[config.mk]
export PLATFORM = sky130hd
export DESIGN_NAME = elapsed_time_alarm_counter_unit
export DESIGN_NICKNAME = d
export VERILOG_FILES = /design/src/hw/rtl/etac_pkg.sv /design/src/hw/rtl/elapsed_time_alarm_counter_unit.sv /design/src/hw/rtl/etac_front.sv /design/src/hw/rtl/etac_job_queue.sv /design/src/hw/rtl/etac_back.sv
export SDC_FILE = /design/constraint.sdc
export NUM_CORES = 1
export LEC_CHECK = 0
export BUFFER_PORTS_ARGS = -buffer_cell sky130_fd_sc_hd__buf_2
export CELL_PAD_IN_SITES_DETAIL_PLACEMENT = 0
export CELL_PAD_IN_SITES_GLOBAL_PLACEMENT = 1
export CORE_ASPECT_RATIO = 0.7
export CORE_MARGIN = 2
export CORE_UTILIZATION = 49
export CTS_CLUSTER_SIZE = 28
export DETAILED_ROUTE_END_ITERATION = 7
export GPL_TIMING_DRIVEN = 0
export PLACE_DENSITY = 0.76
export SETUP_SLACK_MARGIN = 0.1
export SYNTH_ARGS = -nofsm -noshare
export SYNTH_HDL_FRONTEND = slang
export SYNTH_SLANG_ARGS = --single-unit
[constraint.sdc]
create_clock -name clk_i -period 7.5 [get_ports clk_i]
set_input_delay 0.75 -clock clk_i [delete_from_list [all_inputs] [get_ports clk_i]]
set_output_delay 0.75 -clock clk_i [all_outputs]
set_load 0.05 [all_outputs]
[src/hw/rtl/etac_pkg.sv]
package etac_pkg;

  localparam int unsigned TimeWidthDef = 32;
  localparam int unsigned PeriodWidth  = 32;
  localparam int unsigned CountWidth   = 16;
  localparam int unsigned JobDepth     = 2;

  typedef enum logic [1:0] {
    BackIdle,
    BackDiv,
    BackDone
  } back_state_e;

endpackage

[src/hw/rtl/elapsed_time_alarm_counter_unit.sv]
// An accepted item is written to the job queue; the back end then loads it, runs the divider on the
// run time and commits the result to the output registers, held until pop. The one-bit-per-cycle
// restoring divider takes one job at a time; a short job queue lets the front keep taking items.
// With a zero alarm period the divider is skipped and the job goes straight to commit.
// Reset (rst_ni low, asynchronous): timer not started, last time, alarm count and
// alarm period cleared, queues empty. No clearing pass is needed.
module elapsed_time_alarm_counter_unit import etac_pkg::*; #(
  parameter int unsigned TIME_WIDTH = TimeWidthDef
) (
  input  logic                   clk_i,
  input  logic                   rst_ni,
  input  logic                   cfg_we_i,
  input  logic [PeriodWidth-1:0] alarm_period_us_i,
  input  logic                   push,
  output logic                   full,
  input  logic [TIME_WIDTH-1:0]  now_us_i,
  output logic                   empty,
  input  logic                   pop,
  output logic [TIME_WIDTH-1:0]  delta_us_o,
  output logic [TIME_WIDTH-1:0]  run_us_o,
  output logic [CountWidth-1:0]  new_alarm_count_o
);

  logic                    job_push, job_full, job_pop, job_empty;
  logic [2*TIME_WIDTH-1:0] job_wdata, job_rdata;

  etac_front #(
    .TIME_WIDTH (TIME_WIDTH)
  ) u_front (
    .clk_i      (clk_i),
    .rst_ni     (rst_ni),
    .push       (push),
    .full       (full),
    .now_us_i   (now_us_i),
    .cfg_we_i   (cfg_we_i),
    .job_full_i (job_full),
    .job_push_o (job_push),
    .job_data_o (job_wdata)
  );

  etac_job_queue #(
    .DATA_WIDTH (2 * TIME_WIDTH),
    .DEPTH      (JobDepth)
  ) u_job_queue (
    .clk_i   (clk_i),
    .rst_ni  (rst_ni),
    .push_i  (job_push),
    .data_i  (job_wdata),
    .full_o  (job_full),
    .pop_i   (job_pop),
    .empty_o (job_empty),
    .data_o  (job_rdata)
  );

  etac_back #(
    .TIME_WIDTH (TIME_WIDTH)
  ) u_back (
    .clk_i             (clk_i),
    .rst_ni            (rst_ni),
    .cfg_we_i          (cfg_we_i),
    .alarm_period_us_i (alarm_period_us_i),
    .job_empty_i       (job_empty),
    .job_data_i        (job_rdata),
    .job_pop_o         (job_pop),
    .empty             (empty),
    .pop               (pop),
    .delta_us_o        (delta_us_o),
    .run_us_o          (run_us_o),
    .new_alarm_count_o (new_alarm_count_o)
  );

endmodule

[src/hw/rtl/etac_front.sv]
module etac_front import etac_pkg::*; #(
  parameter int unsigned TIME_WIDTH = TimeWidthDef
) (
  input  logic                      clk_i,
  input  logic                      rst_ni,
  input  logic                      push,
  output logic                      full,
  input  logic [TIME_WIDTH-1:0]     now_us_i,
  input  logic                      cfg_we_i,
  input  logic                      job_full_i,
  output logic                      job_push_o,
  output logic [2*TIME_WIDTH-1:0]   job_data_o
);

  logic [TIME_WIDTH-1:0] start_q, start_d;
  logic [TIME_WIDTH-1:0] last_q, last_d;
  logic [TIME_WIDTH-1:0] start_eff, last_eff;
  logic                  first_sample;
  logic                  accept;

  assign full   = job_full_i;
  assign accept = push && !job_full_i;

  // A zero start time marks the timer as not started: this sample starts it.
  assign first_sample = (start_q == '0);
  assign start_eff    = first_sample ? now_us_i : start_q;
  assign last_eff     = first_sample ? now_us_i : last_q;

  always_comb begin
    start_d = start_q;
    last_d  = last_q;
    if (cfg_we_i) begin
      start_d = '0;
    end else if (accept) begin
      start_d = start_eff;
      last_d  = now_us_i;
    end
  end

  assign job_push_o = accept;
  assign job_data_o = {now_us_i - last_eff, now_us_i - start_eff};

  always_ff @(posedge clk_i or negedge rst_ni) begin
    if (!rst_ni) begin
      start_q <= '0;
      last_q  <= '0;
    end else begin
      start_q <= start_d;
      last_q  <= last_d;
    end
  end

endmodule

[src/hw/rtl/etac_job_queue.sv]
module etac_job_queue import etac_pkg::*; #(
  parameter int unsigned DATA_WIDTH = 2 * TimeWidthDef,
  parameter int unsigned DEPTH      = JobDepth
) (
  input  logic                  clk_i,
  input  logic                  rst_ni,
  input  logic                  push_i,
  input  logic [DATA_WIDTH-1:0] data_i,
  output logic                  full_o,
  input  logic                  pop_i,
  output logic                  empty_o,
  output logic [DATA_WIDTH-1:0] data_o
);

  localparam int unsigned PtrW = (DEPTH > 1) ? $clog2(DEPTH) : 1;
  localparam int unsigned CntW = $clog2(DEPTH + 1);

  logic [DATA_WIDTH-1:0] slot_q [DEPTH];
  logic [PtrW-1:0]       wr_ptr_q, wr_ptr_d;
  logic [PtrW-1:0]       rd_ptr_q, rd_ptr_d;
  logic [CntW-1:0]       cnt_q, cnt_d;
  logic                  do_push, do_pop;

  assign full_o  = (cnt_q == CntW'(DEPTH));
  assign empty_o = (cnt_q == '0);
  assign do_push = push_i && !full_o;
  assign do_pop  = pop_i && !empty_o;
  assign data_o  = slot_q[rd_ptr_q];

  always_comb begin
    wr_ptr_d = wr_ptr_q;
    rd_ptr_d = rd_ptr_q;
    cnt_d    = cnt_q;
    if (do_push) begin
      wr_ptr_d = (wr_ptr_q == PtrW'(DEPTH - 1)) ? '0 : wr_ptr_q + 1'b1;
    end
    if (do_pop) begin
      rd_ptr_d = (rd_ptr_q == PtrW'(DEPTH - 1)) ? '0 : rd_ptr_q + 1'b1;
    end
    if (do_push && !do_pop) begin
      cnt_d = cnt_q + 1'b1;
    end else if (do_pop && !do_push) begin
      cnt_d = cnt_q - 1'b1;
    end
  end

  always_ff @(posedge clk_i) begin
    if (do_push) begin
      slot_q[wr_ptr_q] <= data_i;
    end
  end

  always_ff @(posedge clk_i or negedge rst_ni) begin
    if (!rst_ni) begin
      wr_ptr_q <= '0;
      rd_ptr_q <= '0;
      cnt_q    <= '0;
    end else begin
      wr_ptr_q <= wr_ptr_d;
      rd_ptr_q <= rd_ptr_d;
      cnt_q    <= cnt_d;
    end
  end

endmodule

[src/hw/rtl/etac_back.sv]
module etac_back import etac_pkg::*; #(
  parameter int unsigned TIME_WIDTH = TimeWidthDef
) (
  input  logic                    clk_i,
  input  logic                    rst_ni,
  input  logic                    cfg_we_i,
  input  logic [PeriodWidth-1:0]  alarm_period_us_i,
  input  logic                    job_empty_i,
  input  logic [2*TIME_WIDTH-1:0] job_data_i,
  output logic                    job_pop_o,
  output logic                    empty,
  input  logic                    pop,
  output logic [TIME_WIDTH-1:0]   delta_us_o,
  output logic [TIME_WIDTH-1:0]   run_us_o,
  output logic [CountWidth-1:0]   new_alarm_count_o
);

  localparam int unsigned CntW = (TIME_WIDTH > 1) ? $clog2(TIME_WIDTH) : 1;

  back_state_e state_q, state_d;

  logic [PeriodWidth-1:0] period_q;
  logic [CountWidth-1:0]  alarm_cnt_q, alarm_cnt_d;

  logic [TIME_WIDTH-1:0]  delta_q, run_q, dvd_q;
  logic [PeriodWidth-1:0] rem_q;
  logic [CountWidth-1:0]  quo_q;
  logic                   ovf_q;
  logic [CntW-1:0]        step_q;

  logic                   out_valid_q, out_valid_d;
  logic [TIME_WIDTH-1:0]  out_delta_q, out_run_q;
  logic [CountWidth-1:0]  out_report_q, report;

  logic                   load, div_step, commit, last_step, out_free;
  logic [PeriodWidth:0]   trial;
  logic                   trial_ge;
  logic [CountWidth-1:0]  sat_quo;

  assign out_free  = !out_valid_q || pop;
  assign last_step = (step_q == '0);

  // One quotient bit per cycle, restoring.
  assign trial    = {rem_q, dvd_q[TIME_WIDTH-1]};
  assign trial_ge = (trial >= {1'b0, period_q});
  assign sat_quo  = ovf_q ? {CountWidth{1'b1}} : quo_q;

  always_comb begin
    state_d = state_q;
    case (state_q)
      BackIdle: begin
        if (!job_empty_i) begin
          // Skip the divider while alarms are disabled.
          state_d = (period_q == '0) ? BackDone : BackDiv;
        end
      end
      BackDiv: begin
        if (last_step) begin
          state_d = BackDone;
        end
      end
      BackDone: begin
        if (out_free) begin
          state_d = BackIdle;
        end
      end
      default: state_d = BackIdle;
    endcase
  end

  always_comb begin
    load     = 1'b0;
    div_step = 1'b0;
    commit   = 1'b0;
    case (state_q)
      BackIdle: load     = !job_empty_i;
      BackDiv:  div_step = 1'b1;
      BackDone: commit   = out_free;
      default: ;
    endcase
  end

  assign job_pop_o = load;

  always_comb begin
    alarm_cnt_d = alarm_cnt_q;
    report      = '0;
    if (period_q != '0 && alarm_cnt_q < sat_quo) begin
      alarm_cnt_d = sat_quo;
      report      = sat_quo;
    end
  end

  always_comb begin
    out_valid_d = out_valid_q;
    if (pop) begin
      out_valid_d = 1'b0;
    end
    if (commit) begin
      out_valid_d = 1'b1;
    end
  end

  always_ff @(posedge clk_i) begin
    if (load) begin
      run_q   <= job_data_i[TIME_WIDTH-1:0];
      delta_q <= job_data_i[2*TIME_WIDTH-1:TIME_WIDTH];
      dvd_q   <= job_data_i[TIME_WIDTH-1:0];
      rem_q   <= '0;
      quo_q   <= '0;
      ovf_q   <= 1'b0;
      step_q  <= CntW'(TIME_WIDTH - 1);
    end else if (div_step) begin
      dvd_q  <= dvd_q << 1;
      rem_q  <= trial_ge ? PeriodWidth'(trial - {1'b0, period_q}) : trial[PeriodWidth-1:0];
      // Any bit shifted past the top of the count saturates the quotient.
      ovf_q  <= ovf_q | quo_q[CountWidth-1];
      quo_q  <= {quo_q[CountWidth-2:0], trial_ge};
      step_q <= step_q - 1'b1;
    end
    if (commit) begin
      out_delta_q  <= delta_q;
      out_run_q    <= run_q;
      out_report_q <= report;
    end
  end

  always_ff @(posedge clk_i or negedge rst_ni) begin
    if (!rst_ni) begin
      state_q     <= BackIdle;
      period_q    <= '0;
      alarm_cnt_q <= '0;
      out_valid_q <= 1'b0;
    end else begin
      state_q     <= state_d;
      out_valid_q <= out_valid_d;
      if (cfg_we_i) begin
        period_q    <= alarm_period_us_i;
        alarm_cnt_q <= '0;
      end else if (commit) begin
        alarm_cnt_q <= alarm_cnt_d;
      end
    end
  end

  assign empty             = !out_valid_q;
  assign delta_us_o        = out_delta_q;
  assign run_us_o          = out_run_q;
  assign new_alarm_count_o = out_report_q;

endmodule
# Yosys cells after proc, flatten, opt, wreduce, memory -nomap -nowiden
# Memories as Yosys holds them, arrays and structs flattened.
# Index checks and enable logic that the tools add are counted.
[totals]
out_inout_bits = 82
word_cells = 92
regBits = 349
inputBits = 69
n_memories = 1
ram_bits = 128
[op_classes]
eq_ne = 6
order_cmp = 2
mux = 27
n_addsub = 8
bitwise_logic = 2
n_reduce_logical = 27
[memory_table]
columns = ["name", "depth", "width", "rd", "rd_clocked_by_memory_dff", "wr", "line_no", "text"]
rows = [
  ["u_job_queue.slot_q", 2, 64, 1, 0, 1, "etac_job_queue.sv:18", "logic [DATA_WIDTH-1:0] slot_q [DEPTH];"],
]
[ops]
columns = ["operator", "count"]
rows = [
  ["2-to-1 mux 32 bit", 7],
  ["subtractor 32 bit", 3],
  ["logical NOT 32 bit", 2],
  ["2-to-1 mux 16 bit", 4],
  ["greater-or-equal comparator 33 x 32 -> 1 bit", 1],
  ["nonzero test 32 bit", 1],
  ["less-than comparator 16 bit", 1],
  ["2-to-1 mux 2 bit", 6],
  ["nonzero test 2 bit", 6],
  ["2-to-1 mux 1 bit", 9],
  ["logical AND 1 bit", 6],
  ["case mux 2 bit (3 select lines)", 1],
  ["logical NOT 1 bit", 5],
  ["logical NOT 5 bit", 1],
  ["subtractor 5 x 1 -> 5 bit, second input constant", 1],
  ["== test 2 bit, second input constant", 2],
  ["logical NOT 2 bit", 2],
  ["!= test 2 x 1 -> 1 bit, second input constant", 2],
  ["AND reduction 2 bit", 2],
  ["AND reduction 3 bit", 1],
  ["adder 1 bit, second input constant", 2],
  ["adder 2 x 1 -> 2 bit, second input constant", 1],
  ["== test 2 x 1 -> 1 bit, second input constant", 1],
  ["!= test 2 bit, second input constant", 1],
  ["other kinds (4)", 4],
]

# Depth between registers and ports, before layout
[depth]
ltp_word = 8
ltp_mapped = 16
ltp_nobuf = 16

# Hierarchy
# A second synthesis with hierarchy kept.
[hier_totals]
cells_unflattened = 2056
hier_area_um2 = 23637.7
[by_module_without_submodules]
columns = ["module", "cells_each", "area_each_um2", "instances"]
rows = [
  ["etac_back", 1090, 12295.5, 1],
  ["etac_front", 748, 6321.1, 1],
  ["etac_job_queue", 218, 5021.1, 1],
]

# Worst setup path before layout
# No wires, ideal clock.
[synth_timing]
path_kind = "input to register"
start = "input port pop"
end = "register u_back.alarm_cnt_q[15]"
n_path_buf = 1
path_stages = 6
required_ns = 7.365
arrival_time_ns = 5.589
setup_slack_ns = 1.777
cell_sequence = "nand2b_1 -> nor2b_1 -> o21ai_1 -> clkbuf_1 -> nand3b_1 -> o31ai_1"
[synth_between]
elab_chain_len = 4
[synth_lines]
columns = ["element", "line_no", "text"]
rows = [
  ["start: declaration", "elapsed_time_alarm_counter_unit.sv:18", "input logic pop,"],
  ["logical OR 1 bit", "etac_back.sv:40", "assign out_free = !out_valid_q || pop;"],
  ["2-to-1 mux 1 bit", "etac_back.sv:75", "case (state_q)"],
  ["via u_back.commit", "etac_back.sv:35", "logic load, div_step, commit, last_step, out_free;"],
  ["nonzero test 2 bit (no source line)", "n/a", ""],
  ["AND reduction 2 bit (no source line)", "n/a", ""],
  ["end signal: assignment", "etac_back.sv:141", "alarm_cnt_q <= alarm_cnt_d;"],
  ["end: declaration", "etac_back.sv:23", "logic [CountWidth-1:0] alarm_cnt_q, alarm_cnt_d;"],
]
# The timed path passes the listed nets, and every way through them passes these cells.
# A chain may end at the register's enable or synchronous reset.

# Final worst setup path
[layout_timing]
start = "register u_front.start_q[17]"
end = "memory u_job_queue.slot_q[1][61] (netlist bit) (data pin)"
[layout_between]
elab_chain_len = 3
[layout_lines]
columns = ["element", "line_no", "text"]
rows = [
  ["start: declaration", "etac_front.sv:15", "logic [TIME_WIDTH-1:0] start_q, start_d;"],
  ["start signal: assignment", "etac_front.sv:48", "start_q <= start_d;"],
  ["logical NOT 32 bit", "etac_front.sv:25", "assign first_sample = (start_q == '0);"],
  ["2-to-1 mux 32 bit", "etac_front.sv:27", "assign last_eff = first_sample ? now_us_i : last_q;"],
  ["subtractor 32 bit", "etac_front.sv:41", "assign job_data_o = {now_us_i - last_eff, now_us_i - start_eff};"],
  ["via job_wdata[61]", "elapsed_time_alarm_counter_unit.sv:25", "logic [2*TIME_WIDTH-1:0] job_wdata, job_rdata;"],
  ["end: declaration", "etac_job_queue.sv:18", ""],
]
# The timed path passes the listed nets, and every way through them passes these cells.

==> results.yml <==
outcome:
  status: "finished, final reports clean"
timing:
  period_share_pct: 83.9
  fin_skew_ns: 0.0153
  fmax_mhz: 159
  rsz0062_at_grt: "no"
  hold_viol_final: 0
  setup_violations: 0
  maxSlewViolCount: 0
  final.min_clock_period_ns: 6.29
  tightest_slew_ns: 1.10
  relSlewSlack_pct: 26.5
  setup_slack_ns: 1.21
yosys:
  yosysTopAreaCellShare_pct: 40.2
  yosys_warnings: 0
  async_flop_share_pct: 24.9
  synth_top_family_by_area: "compound AO/OA/AOI/OAI gates"
  ys_ff_latch: 477
  yosysSeqAreaShare_pct: 58.0
  yosys.area_share.adder_pct: 6.38
  synth_area_leader_cell: "edfxtp_1"
  synth.most_common_cell: "edfxtp_1"
  yosys-top-cells-count: "edfxtp_1, nand2_1, a21oi_1"
  ys_types: 76
  synth_xor_area_share_pct: 3.16
  synthFlopType: "edfxtp_1"
  synthMuxAreaShare_pct: 7.23
  syn-num-nets: 2126
  synth-compound-area-share_pct: 12.1
  synth-edff-count: 304
  synth_area_per_cell_sq_um: 11.7
  synth_area_leaders: "edfxtp_1, dfrtp_1, ha_1"
  syn_area_sq_mm: 0.0227
  synthSimpleGateAreaFrac_pct: 10.8
  synth_cells: 1943
critical_path:
  critPathKind: "flip-flop to flip-flop"
  crit_path_start_kind: "flip-flop"
  cp-end-kind: "flip-flop"
  crit_fanout: 10
  crit_arrival_ns: 6.61
  worstPathRequired_ns: 7.82
global_routing:
  grt_max_degree: 91
  track_usage_pct: 22.6
  grt_overflow: 0
  grt_pass1_vias: 14800
  antenna_found_initial: 1
  grt_pass1_wl_mm: 84.2
clocking:
  cts_root_buf: "clkbuf_16"
  clock-sinks: 477
  ctsResizeCount: 0
  h-tree-depth: 2
  clkSlewWorstSetupHoldPaths_ns: 0.06
  cts_tree: "yes"
  ctsHoldBuffers: 0
  numCtsBuffers: 48
  cts_setup_buffers: 0
  cts_buffer_depth: 3
  clk_latency_ns: 0.57
placement:
  dp_cells: 2702
  place_congestion: 0.904
  place_ws_ns: 1.42
  dp_hpwl_mm: 39.6
  io_buffers: 149
min_path:
  hold_path_class: "input pin to asynchronous set/reset pin"
routing:
  final_antenna_net_count: 0
  via_per_inst: 5.60
  vias: 15600
  wirelength_mm: 54.2
  drc: 0
  routedWlPerCell_um: 19.4
  drtIter0Drc: 1038
  firstDrtPassIters: 5
final_layout:
  largest_reg_flops: 128
  drive_gt1_share_pct: 16.2
  finalNonFillerCells: 2792
  nets: 2333
  final_core_util_pct: 57.3
  synthToLayoutAreaGrowth_pct: 14.4
  regMostFlops: "u_job_queue.slot_q"
floorplanning:
  die_area_sq_mm: 0.0481
  rows: 65
  initial_utilization_pct: 50.1
  die_w_um: 261
  coreArea_sq_mm: 0.0454
  num_io_pins: 151
  die_h_um: 184
flow_run:
  max_cap_violations: 0
[layer usage]
layer / vias up / GRT usage (%) / part of all wire, %
met2: 376 / 31.0 / 41
met5: - / 0 / 0
met3: 58 / 3.88 / 6.0
met1: 7658 / 36.9 / 52
li1: 7547 / - / -
met4: 0 / 4.86 / 1.5
[cell type report]
| class | instances | area (sq um) |
|---|---|---|
| Buffer | 70 | 273 |
| Clock buffer | 54 | 1270 |
| Multi-Input combinational cell | 1329 | 9030 |
| Fill cell | 3916 | 19400 |
| Timing Repair Buffer | 157 | 942 |
| Antenna cell | 1 | 2.50 |
| Tap cell | 603 | 754 |
| Clock inverter | 34 | 273 |
| Inverter | 67 | 251 |
| Sequential cell | 477 | 13200 |
[cells by family (layout without fill, tap and decap cells)]
kind of cell | Yosys count | after routing
flops | 477 | 477
other cells | 0 | 1
compound gates | 446 | 446
fa+ha+maj | 114 | 114
simple gates | 535 | 535
xor+xnor | 82 | 82
mux | 152 | 152
buf+inv | 137 | 382
[stage by stage]
| stage | TNS [ns] | hold WS (ns) | instance area (sq um) |
|---|---|---|---|
| after detailed placement | 0 | 0.405 | 24400 |
| after CTS | 0 | 0.0582 | 26000 |
| after global routing | 0 | 0.0659 | 26000 |
| after floorplan | 0 | 0.400 | 22700 |
| after global placement | -14.56 | 0.404 | 24200 |
| final | 0 | 0.0705 | 26000 |
[critical path, cell delays in order (launching register included)]
cell	delay (ns)
dfrtp_1	0.40
nor4_1	0.67
nand4_1	0.36
nor2_1	0.75
clkbuf_1	0.65
mux2i_1	0.27
ha_1	0.31
a21o_1	0.18
a21o_1	0.18
a21o_1	0.19
a221o_1	0.38
a2111oi_4	0.41
a21oi_2	0.10
or4b_4	0.57
and2_4	0.18
o311ai_2	0.42
[worst paths after layout]
kind                                            startpoint                                  end  slack [ns]  cells after the start
setup / recovery           u_front.start_q[17]$_DFFE_PN0P_  u_job_queue.slot_q[1][61]$_DFFE_PP_        1.21                     15
hold / removal                                      rst_ni        u_front.last_q[1]$_DFFE_PN0P_        0.07                      1
setup reg to reg           u_front.start_q[17]$_DFFE_PN0P_  u_job_queue.slot_q[1][61]$_DFFE_PP_        1.21                     15
hold reg to reg                u_back.delta_q[0]$_DFFE_PP_       u_back.delta_us_o[0]$_DFFE_PP_        0.42                      0
max in group asynchronous                           rst_ni    u_back.alarm_cnt_q[0]$_DFFE_PN0P_        6.61                      2
min in group clk_i                   alarm_period_us_i[12]      u_back.period_q[12]$_DFFE_PN0P_        0.37                      3
[placed cells by master (no fill, tap or decap), types with 12 or more instances in the layout]
master | Yosys | layout
nor3_1 | 22 | 22
o31ai_1 | 19 | 19
a21o_1 | 38 | 38
inv_1 | 66 | 65
ha_1 | 111 | 111
buf_2 | 2 | 150
mux2i_1 | 55 | 55
nor4_1 | 19 | 19
nor2b_1 | 13 | 12
xnor2_1 | 56 | 56
nand2_1 | 218 | 218
nand3b_1 | 19 | 19
mux2_2 | 97 | 97
o21ai_0 | 120 | 120
edfxtp_1 | 304 | 304
xor2_1 | 26 | 26
and2_1 | 12 | 12
dfrtp_1 | 119 | 119
o21bai_1 | 12 | 12
nand2b_1 | 14 | 14
nor2_1 | 134 | 133
clkbuf_16 | 0 | 49
a31oi_1 | 13 | 13
a21oi_1 | 160 | 160
nand4_1 | 15 | 15
nand3_1 | 29 | 29
and3_1 | 19 | 18
o21a_1 | 16 | 16
dfxtp_1 | 54 | 54
clkbuf_1 | 66 | 67
Power is left out: the tool's default activity adds up to more than one toggle a clock period on the data nets, which glitch-free logic cannot reach.
